[config.mk]
export PLATFORM = sky130hd
export DESIGN_NAME = gated_pulse_generator_with_resume_unit_flat
export DESIGN_NICKNAME = d
export VERILOG_FILES = /design/src/rtl/gpg_pkg.sv /design/src/rtl/gpg_if.sv /design/src/rtl/gated_pulse_generator_with_resume_unit.sv /design/src/rtl/gpg_core.sv /design/src/flat_wrapper.sv
export VERILOG_INCLUDE_DIRS = /design/src /design/src/rtl
export SDC_FILE = /design/constraint.sdc
export NUM_CORES = 1
export LEC_CHECK = 0
export BUFFER_PORTS_ARGS = -buffer_cell sky130_fd_sc_hd__buf_4
export CAP_MARGIN = 5
export CORE_ASPECT_RATIO = 0.7
export CORE_MARGIN = 2
export CORE_UTILIZATION = 39
export DETAILED_ROUTE_END_ITERATION = 6
export PLACE_DENSITY = 0.6
export SLEW_MARGIN = 20
export SYNTH_ARGS = -nofsm -noshare
export SYNTH_HDL_FRONTEND = slang
export SYNTH_SLANG_ARGS = --single-unit
[constraint.sdc]
create_clock -name i_clk -period 9.6 [get_ports i_clk]
set_input_delay 0.48 -clock i_clk [delete_from_list [all_inputs] [get_ports i_clk]]
set_output_delay 0.48 -clock i_clk [all_outputs]
set_load 0.01 [all_outputs]
[src/rtl/gated_pulse_generator_with_resume_unit_defines.svh]
// Assertion macros shared by the gated pulse generator RTL.
// No dependencies; included by the files that carry assertions.
`ifndef GATED_PULSE_GENERATOR_WITH_RESUME_UNIT_DEFINES_SVH
`define GATED_PULSE_GENERATOR_WITH_RESUME_UNIT_DEFINES_SVH

`ifndef ASSERT_OFF
`define GPG_ASSERT(label, clk, rst_n, prop) \
    label: assert property (@(posedge clk) disable iff (!rst_n) prop) \
        else $error("gated pulse generator check failed");
`define GPG_ASSERT_NEVER(label, clk, rst_n, expr) \
    label: assert property (@(posedge clk) disable iff (!rst_n) !(expr)) \
        else $error("gated pulse generator forbidden condition");
`else
`define GPG_ASSERT(label, clk, rst_n, prop)
`define GPG_ASSERT_NEVER(label, clk, rst_n, expr)
`endif

`endif

[src/rtl/gpg_pkg.sv]
// Types and constants of the gated pulse generator.
// No dependencies; used by the interfaces, the core and the top level.
`default_nettype none

package gpg_pkg;

    localparam logic [31:0] ALL_ONES = 32'hFFFF_FFFF;

    localparam logic OP_TICK   = 1'b0;
    localparam logic OP_STATUS = 1'b1;

    typedef enum logic [1:0] {
        MODE_STOPPED = 2'd0,
        MODE_STARTED = 2'd1,
        MODE_ARMED   = 2'd2,
        MODE_GATED   = 2'd3
    } t_mode;

    typedef enum logic [1:0] {
        EVT_NONE    = 2'd0,
        EVT_STARTED = 2'd1,
        EVT_STOPPED = 2'd2
    } t_event;

    typedef struct packed {
        logic        operation;
        logic        gate_open;
        t_mode       new_mode;
        logic [31:0] cycle_ms;
    } t_in_item;

    typedef struct packed {
        logic        pin_level;
        logic [31:0] pulse_total;
        t_event      event_code;
        t_mode       mode_now;
    } t_out_item;

endpackage

`default_nettype wire

[src/rtl/gpg_if.sv]
// Valid/ready stream interfaces for the input items and the result items.
// Depends on gpg_pkg for the payload types.
`default_nettype none

interface gpg_in_if;
    import gpg_pkg::*;
    logic     valid;
    logic     ready;
    t_in_item payload;
    modport source (output valid, output payload, input ready);
    modport sink (input valid, input payload, output ready);
endinterface

interface gpg_out_if;
    import gpg_pkg::*;
    logic      valid;
    logic      ready;
    t_out_item payload;
    modport source (output valid, output payload, input ready);
    modport sink (input valid, input payload, output ready);
endinterface

`default_nettype wire

[src/rtl/gated_pulse_generator_with_resume_unit.sv]
// Top level of the gated square-wave pulse generator with mid-cycle resume.
// Depends on gpg_pkg, gpg_if, gpg_core and the assertion macro header.
//
// Usage:
//   i_in carries one item per transfer: a one millisecond tick with a gate
//   sample, or a status command that sets the mode and the cycle time.
//   o_out carries exactly one result per item: pin level, rising edge count,
//   gated start/stop event and the mode after the item.
// Path: an item sits in the input register, and the state update then loads
//   its result into the result register, from which it is offered.
// Throughput: one item per cycle while o_out is not stalled; the whole
//   state update is one pass of compare, add and subtract logic between
//   the two registers.
// Reset: synchronous, active low; clears the mode to stopped, the counters
//   and the resume record, sets the half period to all ones and empties
//   both registers.
// Stall: while the receiver holds o_out.ready low the result is held, and
//   the input register still takes one more item before i_in.ready falls.
`default_nettype none
`include "gated_pulse_generator_with_resume_unit_defines.svh"

module gated_pulse_generator_with_resume_unit (
    input wire        i_clk,
    input wire        i_rst_n,
    gpg_in_if.sink    i_in,
    gpg_out_if.source o_out
);
    import gpg_pkg::*;

    logic      r_in_valid;
    t_in_item  r_in;
    logic      r_out_valid;
    t_out_item r_out;
    t_out_item result;
    logic      advance;
    logic      fire;

    assign advance    = !r_out_valid || o_out.ready;
    assign fire       = r_in_valid && advance;
    assign i_in.ready = !r_in_valid || advance;

    assign o_out.valid   = r_out_valid;
    assign o_out.payload = r_out;

    gpg_core u_core (
        .i_clk    (i_clk),
        .i_rst_n  (i_rst_n),
        .i_fire   (fire),
        .i_item   (r_in),
        .o_result (result)
    );

    always_ff @(posedge i_clk) begin
        if (!i_rst_n) begin
            r_in_valid  <= 1'b0;
            r_out_valid <= 1'b0;
        end else begin
            if (i_in.ready) begin
                r_in_valid <= i_in.valid;
            end
            if (advance) begin
                r_out_valid <= r_in_valid;
            end
        end
    end

    always_ff @(posedge i_clk) begin
        if (i_in.valid && i_in.ready) begin
            r_in <= i_in.payload;
        end
        if (fire) begin
            r_out <= result;
        end
    end

    `GPG_ASSERT(a_start_enters_gated, i_clk, i_rst_n, o_out.valid && (o_out.payload.event_code == EVT_STARTED) |-> (o_out.payload.mode_now == MODE_GATED))
    `GPG_ASSERT(a_stop_enters_armed, i_clk, i_rst_n, o_out.valid && (o_out.payload.event_code == EVT_STOPPED) |-> (o_out.payload.mode_now == MODE_ARMED) && !o_out.payload.pin_level)
    `GPG_ASSERT(a_full_blocks_input, i_clk, i_rst_n, r_in_valid && r_out_valid && !o_out.ready |-> !i_in.ready)
    `GPG_ASSERT_NEVER(a_no_fire_when_empty, i_clk, i_rst_n, fire && !r_in_valid)

endmodule

`default_nettype wire

[src/rtl/gpg_core.sv]
// Generator state and its next-state logic for one tick or status command.
// Depends on gpg_pkg; instantiated by the top level.
`default_nettype none

module gpg_core (
    input  wire                i_clk,
    input  wire                i_rst_n,
    input  wire                i_fire,
    input  gpg_pkg::t_in_item  i_item,
    output gpg_pkg::t_out_item o_result
);
    import gpg_pkg::*;

    typedef struct packed {
        t_mode       mode;
        logic [31:0] cycle_length;
        logic [31:0] half_period;
        logic [31:0] elapsed;
        logic        level;
        logic [31:0] edge_count;
        logic        saved_level;
        logic [31:0] remaining;
        logic        resume_valid;
    } t_state;

    function automatic logic is_running(t_mode m);
        return (m == MODE_STARTED) || (m == MODE_GATED);
    endfunction

    function automatic t_state apply_status(t_state s, t_mode want, logic [31:0] cyc);
        t_state      r;
        logic [31:0] new_half;
        logic        changed;
        r        = s;
        new_half = (cyc != 32'd0) ? {1'b0, cyc[31:1]} : ALL_ONES;
        changed  = (s.cycle_length != cyc);
        if (s.mode != want) begin
            if (is_running(s.mode)) begin
                r.saved_level  = s.level;
                r.remaining    = (s.elapsed < s.half_period) ?
                                 (s.half_period - s.elapsed) : 32'd0;
                r.resume_valid = 1'b1;
            end
            r.mode = want;
            if (is_running(want) && r.resume_valid && (r.remaining != 32'd0) && !changed) begin
                r.level     = r.saved_level;
                r.elapsed   = new_half - r.remaining;
                r.remaining = 32'd0;
            end else begin
                r.level   = 1'b0;
                r.elapsed = 32'd0;
            end
        end else if (changed) begin
            r.elapsed = 32'd0;
        end
        if (cyc != 32'd0) begin
            r.cycle_length = cyc;
            r.half_period  = new_half;
        end
        return r;
    endfunction

    function automatic t_state run_timer(t_state s);
        t_state r;
        r = s;
        if (s.elapsed >= s.half_period) begin
            r.elapsed = s.elapsed - s.half_period;
            r.level   = ~s.level;
            if (r.level) begin
                r.edge_count = s.edge_count + 32'd1;
            end
        end
        return r;
    endfunction

    t_state      r_state;
    t_state      n_state;
    t_state      s_inc;
    t_state      s_base;
    t_state      s_status;
    t_state      s_timer;
    t_mode       want_sel;
    logic [31:0] cyc_sel;
    logic        is_tick;
    logic        gate_start;
    logic        gate_stop;
    t_event      evt;

    always_comb begin
        is_tick    = (i_item.operation == OP_TICK);
        gate_start = is_tick && (r_state.mode == MODE_ARMED) && i_item.gate_open;
        gate_stop  = is_tick && (r_state.mode == MODE_GATED) && !i_item.gate_open;

        s_inc = r_state;
        if (r_state.elapsed != ALL_ONES) begin
            s_inc.elapsed = r_state.elapsed + 32'd1;
        end

        s_base   = is_tick ? s_inc : r_state;
        want_sel = !is_tick ? i_item.new_mode : (gate_start ? MODE_GATED : MODE_ARMED);
        cyc_sel  = is_tick ? r_state.cycle_length : i_item.cycle_ms;
        s_status = apply_status(s_base, want_sel, cyc_sel);
        s_timer  = run_timer(s_inc);

        if (!is_tick || gate_start || gate_stop) begin
            n_state = s_status;
        end else if (is_running(r_state.mode)) begin
            n_state = s_timer;
        end else begin
            n_state = s_inc;
        end

        if (gate_start) begin
            evt = EVT_STARTED;
        end else if (gate_stop) begin
            evt = EVT_STOPPED;
        end else begin
            evt = EVT_NONE;
        end

        o_result.pin_level   = n_state.level;
        o_result.pulse_total = n_state.edge_count;
        o_result.event_code  = evt;
        o_result.mode_now    = n_state.mode;
    end

    always_ff @(posedge i_clk) begin
        if (!i_rst_n) begin
            r_state.mode         <= MODE_STOPPED;
            r_state.cycle_length <= 32'd0;
            r_state.half_period  <= ALL_ONES;
            r_state.elapsed      <= 32'd0;
            r_state.level        <= 1'b0;
            r_state.edge_count   <= 32'd0;
            r_state.saved_level  <= 1'b0;
            r_state.remaining    <= 32'd0;
            r_state.resume_valid <= 1'b0;
        end else if (i_fire) begin
            r_state <= n_state;
        end
    end

endmodule

`default_nettype wire

[src/flat_wrapper.sv]
// flat-port wrapper written by rule: the top's interface ports become plain ports
module gated_pulse_generator_with_resume_unit_flat import gpg_pkg::*;
  (i_clk, i_rst_n, i_in_valid, i_in_payload, i_in_ready, o_out_valid, o_out_payload, o_out_ready);
  gpg_in_if i_in_i ();
  gpg_out_if o_out_i ();
  input wire i_clk;
  input wire i_rst_n;
  input wire logic [$bits(i_in_i.valid)-1:0] i_in_valid;
  input wire logic [$bits(i_in_i.payload)-1:0] i_in_payload;
  output wire logic [$bits(i_in_i.ready)-1:0] i_in_ready;
  output wire logic [$bits(o_out_i.valid)-1:0] o_out_valid;
  output wire logic [$bits(o_out_i.payload)-1:0] o_out_payload;
  input wire logic [$bits(o_out_i.ready)-1:0] o_out_ready;
  assign i_in_i.valid = i_in_valid;
  assign i_in_i.payload = i_in_payload;
  assign i_in_ready = i_in_i.ready;
  assign o_out_valid = o_out_i.valid;
  assign o_out_payload = o_out_i.payload;
  assign o_out_i.ready = o_out_ready;
  gated_pulse_generator_with_resume_unit u_core (.i_clk(i_clk), .i_rst_n(i_rst_n), .i_in(i_in_i), .o_out(o_out_i));
endmodule
=== Word level (Yosys, flattened, before mapping) ===
Index checks and enable logic that the tools add are counted.

* Register bits after elaboration: 240
* Output and inout port bits: 39
* Logic and storage cells: 83

* Add/subtract/negate cells: 5
* $lt $le $gt $ge: 2
* Equal/unequal tests: 10
* Muxes and demuxes: 22
* Bitwise operators: 2
* Reduce and logical (&&, ||, !) cells: 23

{| class="wikitable"
|+ Operators with widths
! kind !! number
|-
| two-way mux 32 bit || 8
|-
| two-way mux 99 bit || 2
|-
| two-way mux 165 bit || 1
|-
| two-way mux 34 bit || 3
|-
| subtractor 32 bit || 3
|-
| two-way mux 65 bit || 1
|-
| adder 32 x 1 -> 32 bit, second input constant || 2
|-
| two-way mux 64 bit || 1
|-
| nonzero test 32 bit || 2
|-
| two-way mux 33 bit || 1
|-
| >= comparator 32 bit || 1
|-
| < comparator 32 bit || 1
|-
| inequality test 32 bit || 1
|-
| inequality test 32 bit, second input constant || 1
|-
| logical AND 1 bit || 9
|-
| == test 2 bit, second input constant || 4
|-
| logical OR 1 bit || 7
|-
| == test 2 x 1 -> 1 bit, second input constant || 3
|-
| two-way mux 2 bit || 3
|-
| zero test 1 bit || 4
|-
| two-way mux 1 bit || 2
|-
| inequality test 2 bit || 1
|-
| inverter 1 bit || 2
|-
| AND reduction 2 bit || 1
|}

=== Longest topological paths before layout ===
* Word-level depth: 13
* Gate-level depth with buffers: 38

=== Modules after synthesis ===
A second synthesis with hierarchy kept.

* Cell total of the unflattened synthesis: 2341
* Area total of the unflattened synthesis: 19057.0 um^2

{| class="wikitable"
|+ By module, submodules not included
! module !! times used !! cells each !! area each (um^2) !! seq. area each (um^2)
|-
| gpg_core || 1 || 2259 || 16761.1 || 3303.2
|-
| gated_pulse_generator_with_resume_unit || 1 || 82 || 2296.0 || 2232.1
|}

=== Least setup slack after synthesis ===
Ideal clock, no wire load.

* Kind: register -> register
* Start point: reg u_core.u_core.r_state[75] (netlist bit)
* End point: reg u_core.u_core.r_state[96] (netlist bit)
* Setup time: 0.135 ns
* Data arrival time: 7.397 ns
* Required time: 9.465 ns
* Slack: 2.069 ns
* Stages on the path, launching flop included: 38
* Clock period less this slack: 7.531 ns
* Path through: dfxtp_1 clkbuf_1 nand4_1 nor4_1 nand4_1 nand3_1 or2_2 clkbuf_1 nor3_1 nand2_1 nor3_1 xor2_1 mux2i_1 ha_1 clkbuf_1 nand4_1 nor4_1 nand4b_1 (+2 left out) clkbuf_1 buf_2 buf_1 a22oi_1 ha_1 clkbuf_1 a21o_1 a21o_1 a21o_1 a21oi_1 nor2b_1 o21ai_0 nand2b_1 a21o_1 or3_1 mux2_2 a31oi_1 a211oi_1

* Cells in the longest elaborated chain, start to end: 13
* Elaborated cells between the ends (all ways): 21
* Those cells by class: 4 x add/sub; 2 x order compare; 1 x eq/ne; 11 x mux; 3 x reduce/logical

{| class="wikitable"
|+ Ends and longest elaborated chain
! item !! RTL line !! RTL
|-
| start: declaration || gpg_core.sv:76 || <nowiki>t_state r_state;</nowiki>
|-
| start signal: assignment || gpg_core.sv:139 || <nowiki>r_state <= n_state;</nowiki>
|-
| parallel branches: the longest is 12 deep, another holds adder 32 x 1 -> 32 bit || n/a ||
|-
| two-way mux 165 bit (*) || gpg_core.sv:105 || <nowiki>if (!is_tick || gate_start || gate_stop) begin</nowiki>
|}

Every way passes the cells marked *. The select of a mux whose other input is x is not followed.
A chain may end at the register's enable or synchronous reset.

=== Worst setup path after layout ===
* Start point: reg u_core.u_core.r_state[76] (netlist bit)
* End point: reg u_core.u_core.r_state[91] (netlist bit)

Same word-level chain as after synthesis.

==> flow_metrics.py <==
metrics = {
    "run_status": {
        "outcome": "finished, final reports clean",
    },
    "critical_path": {
        "slowest_stage": "or2_1",
        "start_kind": "flop",
        "end_kind": "flop",
        "required_ns": 10.05,
        "critical_path_class": "reg -> reg",
        "cp.arrival_ns": 8.91,
        "cp_slowest_stage_delay_ns": 0.51,
        "cp_max_fo": 13,
    },
    "timing": {
        "finalCriticalPeriod_ns": 8.46,
        "drv_slew": 0,
        "final.period_utilization_pct": 88.1,
        "fmaxAchievable_ghz": 0.118,
        "final_hold_viol_count": 0,
        "setup-tns-final_ns": 0,
        "relSlewSlack_pct": 38.3,
        "setup_ws_ns": 1.14,
        "setup_viol": 0,
        "worst_hold_slack_ns": 0.0810,
        "skew_ns": 0.0237,
        "worst_slew_pin_slew_ns": 0.900,
        "rsz0062_at_grt": "no",
    },
    "floorplanning": {
        "io_pins": 79,
        "start_util_pct": 39.6,
        "core-area_sq_um": 45200,
        "die_area_sq_um": 47700,
        "die_y_um": 183,
        "die_x_um": 260,
        "rows": 65,
    },
    "logic_synthesis": {
        "synth_compound_area_share_pct": 21.9,
        "syn-cell-area_sq_um": 17900,
        "synth-edff-count": 73,
        "syn_nets": 2365,
        "synthTopCellsByArea": "dfxtp_1 19%, edfxtp_1 12%, ha_1 6.7%",
        "ys_ff_latch": 240,
        "synth_top_cell_by_area": "dfxtp_1",
        "synth_cell_types": 94,
        "synth_fa_ha_area_share_pct": 7.11,
        "synth.most_common_cell": "nand2_1",
        "synth_top_flop_cell": "dfxtp_1",
        "synthSimpleGateAreaFrac_pct": 21.9,
        "synth_top_family_by_area": "compound AO/OA/AOI/OAI gates",
        "synth_area_per_cell_sq_um": 8.04,
        "synth_xor_area_share_pct": 11.4,
        "yosysSeqAreaShare_pct": 30.9,
        "syn_inst": 2226,
        "ys_warn_count": 0,
        "yosys.area.top_type_share_pct": 18.7,
        "ys_top_cells_by_count": "270 x nand2_1, 214 x nor2_1, 179 x a21oi_1",
        "synthMuxAreaShare_pct": 2.71,
        "async_reset_ff_share_pct": 0,
    },
    "clock_network": {
        "numCtsBuffers": 27,
        "cts_tree": "done",
        "cts_root_buf": "clkbuf_16",
        "postCtsSetupBuffers": 0,
        "clock_latency_ns": 0.59,
        "ctsLongestPathBuffers": 3,
        "post_cts_resized": 0,
        "clock-sinks": 240,
        "clkTransAtPathRegs_ns": 0.07,
        "hold_buffers": 0,
        "cts_max_level": 1,
    },
    "grt": {
        "grt_pass1_wl_um": 98000,
        "antenna_found_initial": 3,
        "grt_pass1_vias": 15800,
        "grt_max_degree": 77,
        "use_met3_pct": 9.83,
        "busiest_layer": "met1",
        "grtUsageMet2_pct": 35.5,
        "grt_overflow_total": 0,
        "grt_use_met1_pct": 40.8,
        "grtUsageTotal_pct": 26.8,
    },
    "placement": {
        "hpwl_um": 50700,
        "placed_area_sq_um": 19000,
        "dpl_worst_slack_ns": 1.39,
        "dp.cells": 2813,
        "gp_congestion": 1.01,
        "io_buffers": 78,
    },
    "power": {
        "p_leak_nw": 8.00,
        "power.density_nw_per_um2": 148,
        "p_total_mw": 2.95,
        "peakVddDrop_uv": 125,
    },
    "job": {
        "drv_cap": 0,
    },
    "detailed_routing": {
        "vias": 17200,
        "wl_per_cell_um": 22.6,
        "wirelength_um": 64900,
        "antenna_left": 0,
        "drc_errors": 0,
        "drt-initial-drc-count": 1864,
        "via_per_inst": 6.00,
        "drt-pass1-iter-count": 5,
    },
    "hold_path": {
        "hold_path_class": "in -> reg",
    },
    "layout": {
        "drive_above_1_share_pct": 8.63,
        "multi_input_area_sq_um": 11600,
        "final_cells": 2864,
        "fin_area_sq_um": 19900,
        "finish.utilization_pct": 44.1,
        "num-fill-cells": 4568,
        "nNetsFinal": 2378,
        "area_delta_synth_final_pct": 11.4,
        "ff_latch_area_sq_um": 5540,
    },
}
final cells by class:
| cell class | count | share of cell area, % |
|---|---|---|
| Timing Repair Buffer | 101 | 3.80 |
| Sequential cell | 240 | 27.8 |
| Inverter | 75 | 1.42 |
| Clock buffer | 35 | 3.74 |
| Multi-Input combinational cell | 1794 | 58.4 |
| Clock inverter | 15 | 1.09 |
| Tap cell | 603 | 3.78 |
| Antenna cell | 1 | 0.0126 |
cell families (layout without fill, tap and decap cells):
group	count (synthesis)	in the layout
adder cells (fa/ha/maj)	100	100
flip-flops	240	240
AND/OR/NAND/NOR	827	827
XOR/XNOR	232	232
AO/OA/AOI/OAI	587	587
buffers and inverters	192	226
other	0	1
multiplexers	48	48
placed cells by master (no fill, tap or decap), types with 7 or more instances in the layout:
| cell type | count |
|---|---|
| nand2b_1 | 20 |
| edfxtp_1 | 73 |
| o31ai_1 | 8 |
| xor2_1 | 111 |
| dfxtp_1 | 167 |
| o21a_1 | 14 |
| a2bb2oi_1 | 16 |
| ha_1 | 96 |
| nand3_1 | 65 |
| inv_1 | 73 |
| and3_1 | 23 |
| xnor2_1 | 121 |
| buf_4 | 101 |
| o21ai_1 | 9 |
| a21o_1 | 55 |
| o21ai_0 | 83 |
| nand3b_1 | 7 |
| a211oi_1 | 21 |
| nor3b_1 | 7 |
| o211ai_1 | 35 |
| mux2i_1 | 44 |
| and2_1 | 20 |
| nand4_1 | 40 |
| clkbuf_16 | 27 |
| o21bai_1 | 13 |
| nor3_1 | 57 |
| a31oi_1 | 15 |
| nor2b_1 | 15 |
| a21oi_1 | 179 |
| nor4_1 | 34 |
| o22ai_1 | 18 |
| and4_1 | 7 |
| or3_1 | 19 |
| a22oi_1 | 31 |
| nor2_1 | 213 |
| o221ai_1 | 9 |
| nand2_1 | 268 |
critical path: cells and delay by family, from the launching register on:
family | cells | cell delay, ns
flip-flops | 1 | 0.38
AO/OA/AOI/OAI | 11 | 2.32
multiplexers | 1 | 0.17
adder cells (fa/ha/maj) | 2 | 0.96
AND/OR/NAND/NOR | 15 | 4.18
XOR/XNOR | 1 | 0.28
layer usage:
layer | wire length [um] | up-vias
met5 | 13 | -
met3 | 8300 | 75
li1 | - | 8071
met1 | 30800 | 8229
met4 | 1160 | 2
met2 | 24500 | 815
worst paths after layout:
| path | cells past startpoint | slack (ns) | endpoint | start |
|---|---|---|---|---|
| worst min-delay path | 1 | 0.08 | u_core.r_in[15] | i_in_payload[15] |
| worst max-delay path | 30 | 1.14 | u_core.u_core.r_state[91] | u_core.u_core.r_state[76] |
| worst max register to register | 30 | 1.14 | u_core.u_core.r_state[91] | u_core.u_core.r_state[76] |
| worst min register to register | 2 | 0.46 | u_core.u_core.r_state[23] | u_core.u_core.r_state[23] |
power by group:
group          leakage (nW)  switching (mW)  internal [mW]
clock                 0.468           0.463          0.684
combinational          5.49           0.441          0.227
sequential             2.04          0.0517           1.08
registers in the layout, summed over array words and instances (netlist names):
name,flops
u_core.o_out.payload,37
u_core.o_out.valid,1
u_core.r_in,36
u_core.r_in_valid,1
u_core.u_core.r_state,165
Note: power is estimated with default switching activity, not from simulation.
